===== config.mk =====
export PLATFORM = sky130hd
export DESIGN_NAME = feature_string_hasher_core
export DESIGN_NICKNAME = d
export VERILOG_FILES = /design/src/fsh_pkg.sv /design/src/feature_string_hasher_core.sv /design/src/fsh_alu.sv /design/src/fsh_icpt.sv
export VERILOG_INCLUDE_DIRS = /design/src /design/src/src
export SDC_FILE = /design/constraint.sdc
export NUM_CORES = 2
export LEC_CHECK = 0
export BUFFER_PORTS_ARGS = -buffer_cell sky130_fd_sc_hd__buf_2
export CORE_ASPECT_RATIO = 1.4
export CORE_MARGIN = 3
export CORE_UTILIZATION = 47
export CTS_CLUSTER_SIZE = 20
export DETAILED_ROUTE_END_ITERATION = 16
export PLACE_DENSITY_LB_ADDON = 0.05
export SYNTH_ARGS = -nofsm -noshare
export SYNTH_HDL_FRONTEND = slang
export SYNTH_SLANG_ARGS = --single-unit

===== constraint.sdc =====
create_clock -name clk -period 16.7 [get_ports clk]
set_clock_uncertainty 0.05 [all_clocks]
set_input_delay 1.67 -clock clk [delete_from_list [all_inputs] [get_ports clk]]
set_output_delay 1.67 -clock clk [all_outputs]
set_load 0.01 [all_outputs]

===== src/assert_macros.svh =====
// Assertion macros shared by the hasher RTL.
`ifndef ASSERT_MACROS_SVH
`define ASSERT_MACROS_SVH

// Property that must hold at every clock edge out of reset.
`define ASSERT_ALWAYS(lbl, prop, msg) \
	lbl: assert property (@(posedge clk) disable iff (!arst_n) (prop)) else $error(msg);

// Same-cycle implication.
`define ASSERT_IMPL(lbl, ante, cons, msg) \
	lbl: assert property (@(posedge clk) disable iff (!arst_n) (ante) |-> (cons)) else $error(msg);

// Next-cycle implication.
`define ASSERT_NEXT(lbl, ante, cons, msg) \
	lbl: assert property (@(posedge clk) disable iff (!arst_n) (ante) |=> (cons)) else $error(msg);

`endif


===== src/fsh_pkg.sv =====
// Package: constants, ALU op codes and shared types of the feature string hasher.
`timescale 1ns / 1ps

package fsh_pkg;

	localparam logic [31:0] MH_C1       = 32'hcc9e2d51;
	localparam logic [31:0] MH_C2       = 32'h1b873593;
	localparam logic [31:0] MH_C3       = 32'h85ebca6b;
	localparam logic [31:0] MH_C4       = 32'hc2b2ae35;
	localparam logic [31:0] MH_MIX_MUL  = 32'd5;
	localparam logic [31:0] MH_MIX_ADD  = 32'he6546b64;
	localparam logic [31:0] CHAIN_LEN   = 32'd8;
	localparam logic [7:0]  COLON_CHAR  = 8'h3a;
	localparam logic [3:0]  ICPT_LEN    = 4'd11;

	localparam int CFG_IDX_W = 2;
	localparam logic [CFG_IDX_W-1:0] REG_VALUE_SEED = 2'd0;
	localparam logic [CFG_IDX_W-1:0] REG_SIGN_SEED  = 2'd1;
	localparam logic [CFG_IDX_W-1:0] REG_HASH_MODE  = 2'd2;

	localparam logic [1:0] MODE_VALUE = 2'd0;
	localparam logic [1:0] MODE_SIGN  = 2'd1;
	localparam logic [1:0] MODE_INTER = 2'd2;

	typedef enum logic [2:0] {
		OP_SCR1 = 3'd0,
		OP_MIX2 = 3'd1,
		OP_XOR2 = 3'd2,
		OP_MIX3 = 3'd3,
		OP_FM1  = 3'd4,
		OP_FM2  = 3'd5,
		OP_FM3  = 3'd6
	} alu_op_t;

	typedef struct packed {
		alu_op_t     op;
		logic [31:0] a;
		logic [31:0] b;
	} alu_req_t;

	// "(Intercept)"
	function automatic logic [7:0] icpt_char(input logic [3:0] pos);
		logic [7:0] c;
		case (pos)
			4'd0:    c = 8'h28;
			4'd1:    c = 8'h49;
			4'd2:    c = 8'h6e;
			4'd3:    c = 8'h74;
			4'd4:    c = 8'h65;
			4'd5:    c = 8'h72;
			4'd6:    c = 8'h63;
			4'd7:    c = 8'h65;
			4'd8:    c = 8'h70;
			4'd9:    c = 8'h74;
			4'd10:   c = 8'h29;
			default: c = 8'h00;
		endcase
		return c;
	endfunction

endpackage


===== src/feature_string_hasher_core.sv =====
// Top level: byte-stream MurmurHash3 x86_32 feature hasher with config registers.
`timescale 1ns / 1ps
`include "assert_macros.svh"

// Bytes of a feature string enter one per request; the request flagged string_end closes
// the string and yields one signed 32-bit hash_result. All multiplies go through one shared
// 32x32 multiplier under a sequencer: a byte that completes a 4-byte block runs the block
// mix steps, and string end runs finalization (a POST step more in interaction mode) and
// then loads the result. In interaction mode each ':' and the string end finalize a token,
// and chaining a token into the running value adds a chain mix and a further finalization.
// The input stalls while the sequencer is busy; a finished result waits in an output
// register.
module feature_string_hasher_core import fsh_pkg::*; (
	input  logic                 clk,
	input  logic                 arst_n,
	input  logic                 cfg_valid,
	output logic                 cfg_ready,
	input  logic [CFG_IDX_W-1:0] cfg_index,
	input  logic [31:0]          cfg_data,
	input  logic                 byte_valid,
	output logic                 byte_stall,
	input  logic [7:0]           text_byte,
	input  logic                 string_end,
	output logic                 hash_valid,
	input  logic                 hash_stall,
	output logic signed [31:0]   hash_result
);

	typedef enum logic [16:0] {
		S_IDLE   = 17'h00001,
		S_TM_K   = 17'h00002,
		S_TM_X   = 17'h00004,
		S_TM_A   = 17'h00008,
		S_FIN_S  = 17'h00010,
		S_FIN_X  = 17'h00020,
		S_FIN_M1 = 17'h00040,
		S_FIN_M2 = 17'h00080,
		S_FIN_M3 = 17'h00100,
		S_CH_S   = 17'h00200,
		S_CH_X1  = 17'h00400,
		S_CH_A1  = 17'h00800,
		S_CH_K2  = 17'h01000,
		S_CH_X2  = 17'h02000,
		S_CH_A2  = 17'h04000,
		S_POST   = 17'h08000,
		S_OUT    = 17'h10000
	} state_t;

	state_t      state_q;
	logic [31:0] value_seed_q;
	logic [31:0] sign_seed_q;
	logic [1:0]  hash_mode_q;
	logic [31:0] h_q;
	logic [31:0] pw_q;
	logic [31:0] len_q;
	logic [31:0] chain_q;
	logic        have_q;
	logic        colon_q;
	logic        last_q;
	logic        chain_fin_q;
	logic        hash_valid_q;
	logic [31:0] acc_q;
	logic [31:0] k_q;
	logic [31:0] tok_q;
	logic [31:0] res_q;

	alu_req_t    alu_req;
	logic [31:0] alu_res;
	logic        byte_take;
	logic        is_colon;
	logic        out_free;
	logic        icpt_hit;
	logic [31:0] tok_seed;
	logic [31:0] pw_next;
	logic [31:0] fin_word;

	assign cfg_ready   = 1'b1;
	assign byte_stall  = (state_q != S_IDLE);
	assign byte_take   = byte_valid && !byte_stall;
	assign is_colon    = (hash_mode_q == MODE_INTER) && (text_byte == COLON_CHAR);
	assign out_free    = !hash_valid_q || !hash_stall;
	assign hash_valid  = hash_valid_q;
	assign hash_result = $signed(res_q);
	assign tok_seed    = (hash_mode_q == MODE_SIGN) ? sign_seed_q : value_seed_q;
	assign pw_next     = pw_q | ({24'd0, text_byte} << {len_q[1:0], 3'b000});

	always_comb begin
		if (icpt_hit)
			fin_word = '0;
		else if (hash_mode_q == MODE_SIGN)
			fin_word = alu_res[31] ? '1 : 32'd1;
		else
			fin_word = alu_res;
	end

	always_comb begin
		alu_req.op = OP_FM3;
		alu_req.a  = acc_q;
		alu_req.b  = acc_q;
		unique case (state_q)
			S_TM_K, S_FIN_S: begin
				alu_req.op = OP_SCR1;
				alu_req.a  = pw_q;
			end
			S_TM_X: begin
				alu_req.op = OP_MIX2;
				alu_req.a  = k_q;
				alu_req.b  = h_q;
			end
			S_TM_A: begin
				alu_req.op = OP_MIX3;
				alu_req.a  = h_q;
			end
			S_FIN_X: begin
				alu_req.op = OP_XOR2;
				alu_req.a  = k_q;
			end
			S_FIN_M1: begin
				alu_req.op = OP_FM1;
				alu_req.b  = chain_fin_q ? CHAIN_LEN : len_q;
			end
			S_FIN_M2: alu_req.op = OP_FM2;
			S_CH_S: begin
				alu_req.op = OP_SCR1;
				alu_req.a  = chain_q;
			end
			S_CH_K2: begin
				alu_req.op = OP_SCR1;
				alu_req.a  = tok_q;
			end
			S_CH_X1, S_CH_X2: begin
				alu_req.op = OP_MIX2;
				alu_req.a  = k_q;
			end
			S_CH_A1, S_CH_A2: alu_req.op = OP_MIX3;
			default: alu_req.op = OP_FM3;
		endcase
	end

	fsh_alu u_alu (
		.req (alu_req),
		.res (alu_res)
	);

	fsh_icpt u_icpt (
		.clk    (clk),
		.arst_n (arst_n),
		.take   (byte_take),
		.data   (text_byte),
		.clr    ((state_q == S_OUT) && out_free),
		.hit    (icpt_hit)
	);

	always_ff @(posedge clk or negedge arst_n) begin
		if (!arst_n) begin
			value_seed_q <= '0;
			sign_seed_q  <= '0;
			hash_mode_q  <= MODE_VALUE;
		end else if (cfg_valid && cfg_ready) begin
			unique case (cfg_index)
				REG_VALUE_SEED: value_seed_q <= cfg_data;
				REG_SIGN_SEED:  sign_seed_q  <= cfg_data;
				REG_HASH_MODE:  hash_mode_q  <= cfg_data[1:0];
				default: ;
			endcase
		end
	end

	always_ff @(posedge clk or negedge arst_n) begin
		if (!arst_n) begin
			hash_valid_q <= 1'b0;
		end else if ((state_q == S_OUT) && out_free) begin
			hash_valid_q <= 1'b1;
		end else if (!hash_stall) begin
			hash_valid_q <= 1'b0;
		end
	end

	always_ff @(posedge clk or negedge arst_n) begin
		if (!arst_n) begin
			state_q     <= S_IDLE;
			h_q         <= '0;
			pw_q        <= '0;
			len_q       <= '0;
			chain_q     <= '0;
			have_q      <= 1'b0;
			colon_q     <= 1'b0;
			last_q      <= 1'b0;
			chain_fin_q <= 1'b0;
		end else begin
			unique case (state_q)
				S_IDLE: if (byte_take) begin
					last_q  <= string_end;
					colon_q <= is_colon;
					if (is_colon) begin
						state_q <= S_FIN_S;
					end else begin
						if (len_q == '0)
							h_q <= tok_seed;
						pw_q  <= pw_next;
						len_q <= len_q + 32'd1;
						if (len_q[1:0] == 2'd3)
							state_q <= S_TM_K;
						else if (string_end)
							state_q <= S_FIN_S;
					end
				end
				S_TM_K: state_q <= S_TM_X;
				S_TM_X: begin
					h_q     <= alu_res;
					state_q <= S_TM_A;
				end
				S_TM_A: begin
					h_q     <= alu_res;
					pw_q    <= '0;
					state_q <= last_q ? S_FIN_S : S_IDLE;
				end
				S_FIN_S: state_q <= (len_q[1:0] != 2'd0) ? S_FIN_X : S_FIN_M1;
				S_FIN_X: state_q <= S_FIN_M1;
				S_FIN_M1: state_q <= S_FIN_M2;
				S_FIN_M2: state_q <= S_FIN_M3;
				S_FIN_M3: begin
					if (chain_fin_q) begin
						chain_q     <= alu_res;
						chain_fin_q <= 1'b0;
						state_q     <= S_POST;
					end else if (hash_mode_q == MODE_INTER) begin
						if (!have_q) begin
							chain_q <= alu_res;
							have_q  <= 1'b1;
							state_q <= S_POST;
						end else begin
							state_q <= S_CH_S;
						end
					end else begin
						state_q <= S_OUT;
					end
				end
				S_CH_S:  state_q <= S_CH_X1;
				S_CH_X1: state_q <= S_CH_A1;
				S_CH_A1: state_q <= S_CH_K2;
				S_CH_K2: state_q <= S_CH_X2;
				S_CH_X2: state_q <= S_CH_A2;
				S_CH_A2: begin
					chain_fin_q <= 1'b1;
					state_q     <= S_FIN_M1;
				end
				S_POST: begin
					if (colon_q) begin
						h_q     <= '0;
						pw_q    <= '0;
						len_q   <= '0;
						colon_q <= 1'b0;
						state_q <= last_q ? S_FIN_S : S_IDLE;
					end else begin
						state_q <= S_OUT;
					end
				end
				S_OUT: if (out_free) begin
					h_q     <= '0;
					pw_q    <= '0;
					len_q   <= '0;
					chain_q <= '0;
					have_q  <= 1'b0;
					state_q <= S_IDLE;
				end
				default: state_q <= S_IDLE;
			endcase
		end
	end

	// datapath temporaries, no reset needed
	always_ff @(posedge clk) begin
		case (state_q)
			S_TM_K: k_q <= alu_res;
			S_FIN_S: begin
				acc_q <= (len_q == '0) ? tok_seed : h_q;
				k_q   <= alu_res;
			end
			S_FIN_X, S_FIN_M1, S_FIN_M2: acc_q <= alu_res;
			S_FIN_M3: begin
				if (!chain_fin_q && (hash_mode_q == MODE_INTER))
					tok_q <= alu_res;
				else if (!chain_fin_q)
					acc_q <= fin_word;
			end
			S_CH_S: begin
				acc_q <= value_seed_q;
				k_q   <= alu_res;
			end
			S_CH_K2: k_q <= alu_res;
			S_CH_X1, S_CH_A1, S_CH_X2, S_CH_A2: acc_q <= alu_res;
			S_POST: if (!colon_q) acc_q <= chain_q;
			S_OUT: if (out_free) res_q <= acc_q;
			default: ;
		endcase
	end

	`ASSERT_IMPL(a_valid_from_out, $rose(hash_valid_q), $past(state_q == S_OUT), "result without sequencer output step")
	`ASSERT_IMPL(a_chain_needs_first, chain_fin_q, have_q, "chain finalization without first token")
	`ASSERT_IMPL(a_no_colon_at_out, state_q == S_OUT, !colon_q, "result issued inside a token split")
	`ASSERT_IMPL(a_block_aligned, state_q == S_TM_A, len_q[1:0] == 2'd0, "block mix on partial word")

endmodule


===== src/fsh_alu.sv =====
// Shared MurmurHash3 step unit built around a single 32x32 multiplier.
`timescale 1ns / 1ps

module fsh_alu import fsh_pkg::*; (
	input  alu_req_t    req,
	output logic [31:0] res
);

	logic [31:0] pre;
	logic [31:0] mk;
	logic [31:0] prod;
	logic [31:0] xa;
	logic [31:0] y;

	always_comb begin
		xa  = req.a ^ req.b;
		pre = req.a;
		mk  = MH_C1;
		unique case (req.op)
			OP_SCR1: mk = MH_C1;
			OP_MIX2, OP_XOR2: mk = MH_C2;
			OP_MIX3: mk = MH_MIX_MUL;
			OP_FM1: begin
				pre = xa ^ (xa >> 16);
				mk  = MH_C3;
			end
			OP_FM2: begin
				pre = req.a ^ (req.a >> 13);
				mk  = MH_C4;
			end
			default: mk = MH_C1;
		endcase
	end

	assign prod = pre * mk;
	assign y    = req.b ^ prod;

	always_comb begin
		unique case (req.op)
			OP_SCR1: res = {prod[16:0], prod[31:17]};
			OP_MIX2: res = {y[18:0], y[31:19]};
			OP_XOR2: res = y;
			OP_MIX3: res = prod + MH_MIX_ADD;
			OP_FM1:  res = prod;
			OP_FM2:  res = prod;
			OP_FM3:  res = req.a ^ (req.a >> 16);
			default: res = prod;
		endcase
	end

endmodule


===== src/fsh_icpt.sv =====
// Running match of the string against the "(Intercept)" literal.
`timescale 1ns / 1ps
`include "assert_macros.svh"

module fsh_icpt import fsh_pkg::*; (
	input  logic       clk,
	input  logic       arst_n,
	input  logic       take,
	input  logic [7:0] data,
	input  logic       clr,
	output logic       hit
);

	logic [3:0] pos_q;
	logic       alive_q;

	always_ff @(posedge clk or negedge arst_n) begin
		if (!arst_n) begin
			pos_q   <= '0;
			alive_q <= 1'b1;
		end else if (clr) begin
			pos_q   <= '0;
			alive_q <= 1'b1;
		end else if (take) begin
			if (alive_q && (pos_q < ICPT_LEN) && (data == icpt_char(pos_q)))
				pos_q <= pos_q + 4'd1;
			else
				alive_q <= 1'b0;
		end
	end

	assign hit = alive_q && (pos_q == ICPT_LEN);

	`ASSERT_ALWAYS(a_pos_range, pos_q <= ICPT_LEN, "intercept position out of range")
	`ASSERT_NEXT(a_dead_stays, !alive_q && !clr, !alive_q, "intercept match revived")
	`ASSERT_NEXT(a_clr_restart, clr, (pos_q == 4'd0) && alive_q, "intercept clear failed")

endmodule

**Word level (Yosys, flattened, before mapping)**

Memory sizes are Yosys's and may differ from the RTL's.
Cells that the tools add are included.
Widths: inputs -> output; s select.

- Bits in registers: 349
- Output and inout bits: 35
- ROM bits: 112
- Memories kept: 1

- Reduce and logical (&&, ||, !) cells: 50
- Eq/ne operators: 45
- Multipliers: 1
- Shift operators: 1
- Add/sub/neg operators: 3
- $lt $le $gt $ge: 1
- Bitwise logic cells: 6
- Multiplexer cells: 60

Memories:

| memory | depth | bits a word | rd ports | clocked after memory_dff | write ports | RTL line | text |
|---|---|---|---|---|---|---|---|
| (no name shown) | 16 | 7 | 1 | 0 | 0 | fsh_pkg.sv:44 | `case (pos)` |

Operators by type and width:

| cell | number |
|---|---|
| $mux 32 | 20 |
| $pmux 32 s5 | 3 |
| $pmux 32 s4 | 3 |
| $pmux 17 s16 | 1 |
| $pmux 32 s2 | 3 |
| $mux 17 | 8 |
| $pmux 32 s3 | 1 |
| $xor 32x16->32 | 2 |
| $xor 32x32->32 | 2 |
| $add 32x1->32 const B | 1 |
| $add 32x32->32 const B | 1 |
| $logic_not 32->1 | 1 |
| $mul 32x32->32 | 1 |
| $or 32x32->32 | 1 |
| $shl 8x5->32 | 1 |
| $xor 32x19->32 | 1 |
| $pmux 3 s6 | 1 |
| $reduce_and 2->1 | 9 |
| $eq 17x1->1 const B | 1 |
| $eq 17x10->1 const B | 1 |
| $eq 17x11->1 const B | 1 |
| $eq 17x12->1 const B | 1 |
| $eq 17x13->1 const B | 1 |
| $eq 17x14->1 const B | 1 |
| other kinds (49) | 101 |

**Logic depth before layout (Yosys ltp)**

- Depth after elaboration: 15
- Gate-level depth with buffers: 57
- Mapped depth without buffers: 52

**Modules after synthesis**

From an unflattened synthesis, not the netlist that was laid out.

- Cell total of the unflattened synthesis: 3,871
- Area total of the unflattened synthesis: 36,566.3 sq um

By module, submodules not included:

| module | instances | seq. area each (sq um) | area an instance (sq um) | cells an instance |
|---|---|---|---|---|
| fsh_alu | 1 | 0.0 | 18,789.3 | 2,283 |
| feature_string_hasher_core | 1 | 9,250.1 | 17,165.2 | 1,517 |
| fsh_icpt | 1 | 126.4 | 611.8 | 71 |

**Worst setup path after synthesis**

No wires, ideal clock.

- Path kind: reg-to-reg
- From: reg state_q[14]
- To: reg acc_q[10] (data pin)
- Required time: 16.385 ns
- Period minus slack after synthesis: 11.612 ns
- Setup time: 0.265 ns
- Arrival time: 11.297 ns
- Stages on the path, launching flop included: 53
- Setup slack: 5.088 ns
- Path through: dfrtp_1 nor3_2 nand4_1 or3_1 clkbuf_1 inv_1 clkbuf_1 clkbuf_1 nor2_1 o31ai_1 xor2_1 xnor2_1 nand2_1 inv_1 nor2_1 o21a_1 inv_1 nand2_1 [17 not listed] a21oi_1 a31oi_1 a31oi_1 nor2_1 o31a_1 a21oi_1 o21ai_0 a21boi_0 o211ai_1 nor3b_1 a21oi_1 o21ai_0 a21oi_1 nor2_4 a31oi_2 buf_6 buf_6 a21oi_2

- Cells in the longest elaborated chain, start to end: 15
- Elaborated cells between the ends (all ways): 48

RTL lines:

| item | RTL line | text |
|---|---|---|
| start: declaration | feature_string_hasher_core.sv:49 | `state_t state_q;` |
| start signal: assignment | feature_string_hasher_core.sv:216 | `state_q <= last_q ? S_FIN_S : S_IDLE;` |
| start signal: assignment | feature_string_hasher_core.sv:218 | `S_FIN_S: state_q <= (len_q[1:0] != 2'd0) ? S_FIN_X : S_FIN_M1;` |
| start signal: assignment | feature_string_hasher_core.sv:254 | `state_q <= last_q ? S_FIN_S : S_IDLE;` |
| $eq 17x13->1 (tied with other cells) | feature_string_hasher_core.sv:100 | `unique case (state_q)` |
| $reduce_or 4->1 (no source line) (tied with other cells) | - |  |
| $pmux 3 s6 or $pmux 32 s5 (tied branches) | feature_string_hasher_core.sv:100 |  |
| $eq 3x1->1 (tied with other cells) | fsh_alu.sv:19, fsh_alu.sv:39 |  |
| $reduce_or 2->1 or $xor 32x16->32 (tied branches) | fsh_alu.sv:19, fsh_alu.sv:24 |  |
| $pmux 32 s4 or $pmux 32 s2 (tied branches) | fsh_alu.sv:19 | `unique case (req.op)` |
| $mul 32x32->32 | fsh_alu.sv:35 | `assign prod = pre * mk;` |
| $add 32x32->32 or $xor 32x32->32 (tied branches) | fsh_alu.sv:43, fsh_alu.sv:36 |  |
| $pmux 32 s5 (*) | fsh_alu.sv:39 | `unique case (req.op)` |
| named net alu_res[31] | feature_string_hasher_core.sv:68 | `logic [31:0] alu_res;` |
| $mux 32 (*) | feature_string_hasher_core.sv:91 | `fin_word = alu_res[31] ? '1 : 32'd1;` |
| $mux 32 (*) | feature_string_hasher_core.sv:90 | `else if (hash_mode_q == MODE_SIGN)` |
| $mux 32 (*) | feature_string_hasher_core.sv:88 | `if (icpt_hit)` |
| $mux 32 (*) | feature_string_hasher_core.sv:284 | `else if (!chain_fin_q)` |
| $mux 32 (*) | feature_string_hasher_core.sv:282 | `if (!chain_fin_q && (hash_mode_q == MODE_INTER))` |
| $pmux 32 s5 (*) | feature_string_hasher_core.sv:274 | `case (state_q)` |
| end signal: assignment | feature_string_hasher_core.sv:277 | `acc_q <= (len_q == '0) ? tok_seed : h_q;` |
| end signal: assignment | feature_string_hasher_core.sv:285 | `acc_q <= fin_word;` |
| end signal: assignment | feature_string_hasher_core.sv:288 | `acc_q <= value_seed_q;` |
| end: declaration | feature_string_hasher_core.sv:62 | `logic [31:0] acc_q;` |

Mark *: on every way through the listed nets, which the timed path passes. The rest lies on a longest branch. The select of a mux whose other input is x is not followed.
A chain may end at the register's enable or synchronous reset.

**Final worst setup path**

- From: reg state_q[14]
- To: reg acc_q[22] (data pin)

Same word-level chain as after synthesis.

==> impl_metrics.tcl <==
set metrics [dict create \
    via_per_inst 6.40 \
    worstPathRequired_ps 16960 \
    synthCells 3750 \
    placementRows 117 \
    io_pins 83 \
    cpMaxStageDelayCell "a221oi_1" \
    clkSinkCount 349 \
    synth_edf_count 128 \
    remaining_drc_errors 0 \
    syn-cell-area_um2 34800 \
    dieArea_um2 77400 \
    cts_resized 0 \
    hold_buffers 0 \
    fin_crit_ps 16260 \
    dpl.hpwl_um 135000 \
    worstMarginPinSlew_ps 1430 \
    h-tree-depth 1 \
    die_h_um 328 \
    firstDrtPassIters 9 \
    ys_seq_area_share_pct 26.9 \
    final_common_cell "inv_1" \
    seqCellArea_um2 9380 \
    grt-ovfl-total 0 \
    numCtsBuffers 30 \
    async_reset_ff_share_pct 63.3 \
    grt_pass1_wl_um 234000 \
    status "completed" \
    grt_max_degree 79 \
    postRouteAntennaNets 0 \
    ys_ff_latch 349 \
    initial_core_util_pct 47.7 \
    crit_family "simple AND/OR/NAND/NOR gates" \
    multi_input_area_um2 22800 \
    yosys_warnings 0 \
    drt_first_iter_violations 4291 \
    crit_type "register to register" \
    cts_tree "built" \
    critical_path.endpoint_type "register" \
    setup-tns-final_ps 0 \
    worst-path-buf-inv 7 \
    clock_path_buffers 3 \
    slew-limit-headroom_pct 3.69 \
    ys_types 102 \
    synth.avg_cell_area_um2 9.28 \
    cp_max_fo 29 \
    rsz0062_at_grt "no" \
    hold_viol 0 \
    io_buffers 81 \
    fmax_mhz 61.5 \
    layout-drive-gt1-share_pct 10.8 \
    cp.arrival_ps 16510 \
    final_cell_mix "inv_1 (533), nand2_1 (404), fa_1 (389)" \
    hp-class "register to register" \
    critPathMostFrequentCell "fa_1" \
    cts_root_buf "clkbuf_16" \
    cap_violations 0 \
    wl_per_cell_um 34.9 \
    startpoint_type "register" \
    postCtsSetupRepairBufs 0 \
    die_w_um 236 \
    syn-num-nets 4336 \
    nets 4366 \
    fill_cells 6860 \
    drv_slew 0 \
    core_area_um2 73000 \
    clkLatencyLatePin_ps 600 \
    clkTransAtPathRegs_ps 70 \
    synthToLayoutAreaGrowth_pct 8.06 \
    worst_hold_slack_ps 446 \
    finalSetupViolCount 0 \
    num_vias 30500 \
    worst_path_largest_cell_delay_ps 800 \
    grt_pass1_vias 31500 \
    post-route-period-util_pct 97.3 \
    ys.flop_type "dfrtp_1" \
    gp_congestion 1.08 \
    antenna_found_initial 4 \
    track_usage_pct 42.6 \
    routed_wirelength_um 166000 \
]
-- layout make-up --
| type | count | area share [%] |
|---|---|---|
| clock inverter | 13 | 0.359 |
| clock buffer | 43 | 2.43 |
| sequential | 349 | 24.9 |
| antenna | 3 | 0.0200 |
| inverter | 537 | 5.36 |
| timing repair buffer | 186 | 3.20 |
| multi-input combinational | 2676 | 60.5 |
| tap | 952 | 3.17 |
-- synthesized netlist by cell type (17+ instances only) --
| cell type | number | share of area, % |
|---|---|---|
| a21o_1 | 21 | 0.45 |
| a21oi_1 | 179 | 2.6 |
| a221oi_1 | 17 | 0.43 |
| a222oi_1 | 43 | 1.2 |
| a22o_1 | 31 | 0.78 |
| a22oi_1 | 53 | 1.1 |
| a31oi_1 | 42 | 0.75 |
| and2_1 | 31 | 0.56 |
| buf_2 | 33 | 0.47 |
| clkbuf_1 | 134 | 1.4 |
| dfrtp_1 | 219 | 16 |
| edfxtp_1 | 128 | 11 |
| fa_1 | 389 | 22 |
| ha_1 | 149 | 5.4 |
| inv_1 | 533 | 5.7 |
| mux2_2 | 70 | 2.3 |
| nand2_1 | 405 | 4.4 |
| nand2b_1 | 30 | 0.54 |
| nand3_1 | 86 | 1.2 |
| nand4_1 | 19 | 0.34 |
| nor2_1 | 356 | 3.8 |
| nor3_1 | 46 | 0.66 |
| nor4_1 | 17 | 0.31 |
| o21ai_0 | 140 | 2.0 |
| o22ai_1 | 20 | 0.36 |
| or3_1 | 32 | 0.58 |
| xnor2_1 | 146 | 3.7 |
| xor2_1 | 88 | 2.2 |
-- tightest hold or removal path: cells and delay by family (launching register included) --
family	cells	cell delay [ps]
DFF	1	340
and+or+nand+nor	1	70
AOI/OAI and AO/OA	1	40
-- path summary, 6_finish.rpt --
kind,startpoint,endpoint,slack [ps],cells past startpoint
worst max-delay path,state_q[14],acc_q[22],440,43
min in group asynchronous,arst_n,u_icpt.pos_q[2],1000,1
worst max register to register,state_q[14],acc_q[22],440,43
worst min-delay path,pw_q[28],pw_q[28],450,2
worst min register to register,pw_q[28],pw_q[28],450,2
max in group asynchronous,arst_n,sign_seed_q[23],13150,3
-- logic make-up after synthesis --
family	share of synthesized area, %
other	0.0108
XOR/XNOR	6.44
adder cells (fa/ha/maj)	27.7
multiplexers	2.48
flip-flops	26.9
buffers and inverters	8.11
AO/OA/AOI/OAI	13.9
AND/OR/NAND/NOR	14.4
-- stage by stage --
| step | instances | setup slack (ps) | util, % | instance area [um^2] |
|---|---|---|---|---|
| CTS | 4756 | 820 | 51.5 | 37600 |
| detailed placement | 4700 | 896 | 50.0 | 36600 |
| finish | 4759 | 445 | 51.5 | 37600 |
| global placement | 4700 | 1080 | 50.0 | 36600 |
| global route | 4757 | 62.3 | 51.5 | 37600 |
| floorplan | 3750 | 5090 | - | 34800 |
-- routing by layer --
metal	share of wire, %	global-route usage, %	up-vias
li1	-	-	12600
met1	32	45.9	15000
met2	47	69.6	2152
met3	7.9	6.28	734
met4	14	44.6	0
met5	0	0	-
Power is left out: the tool's default activity adds up to more than one toggle a clock period on the data nets, which glitch-free logic cannot reach.
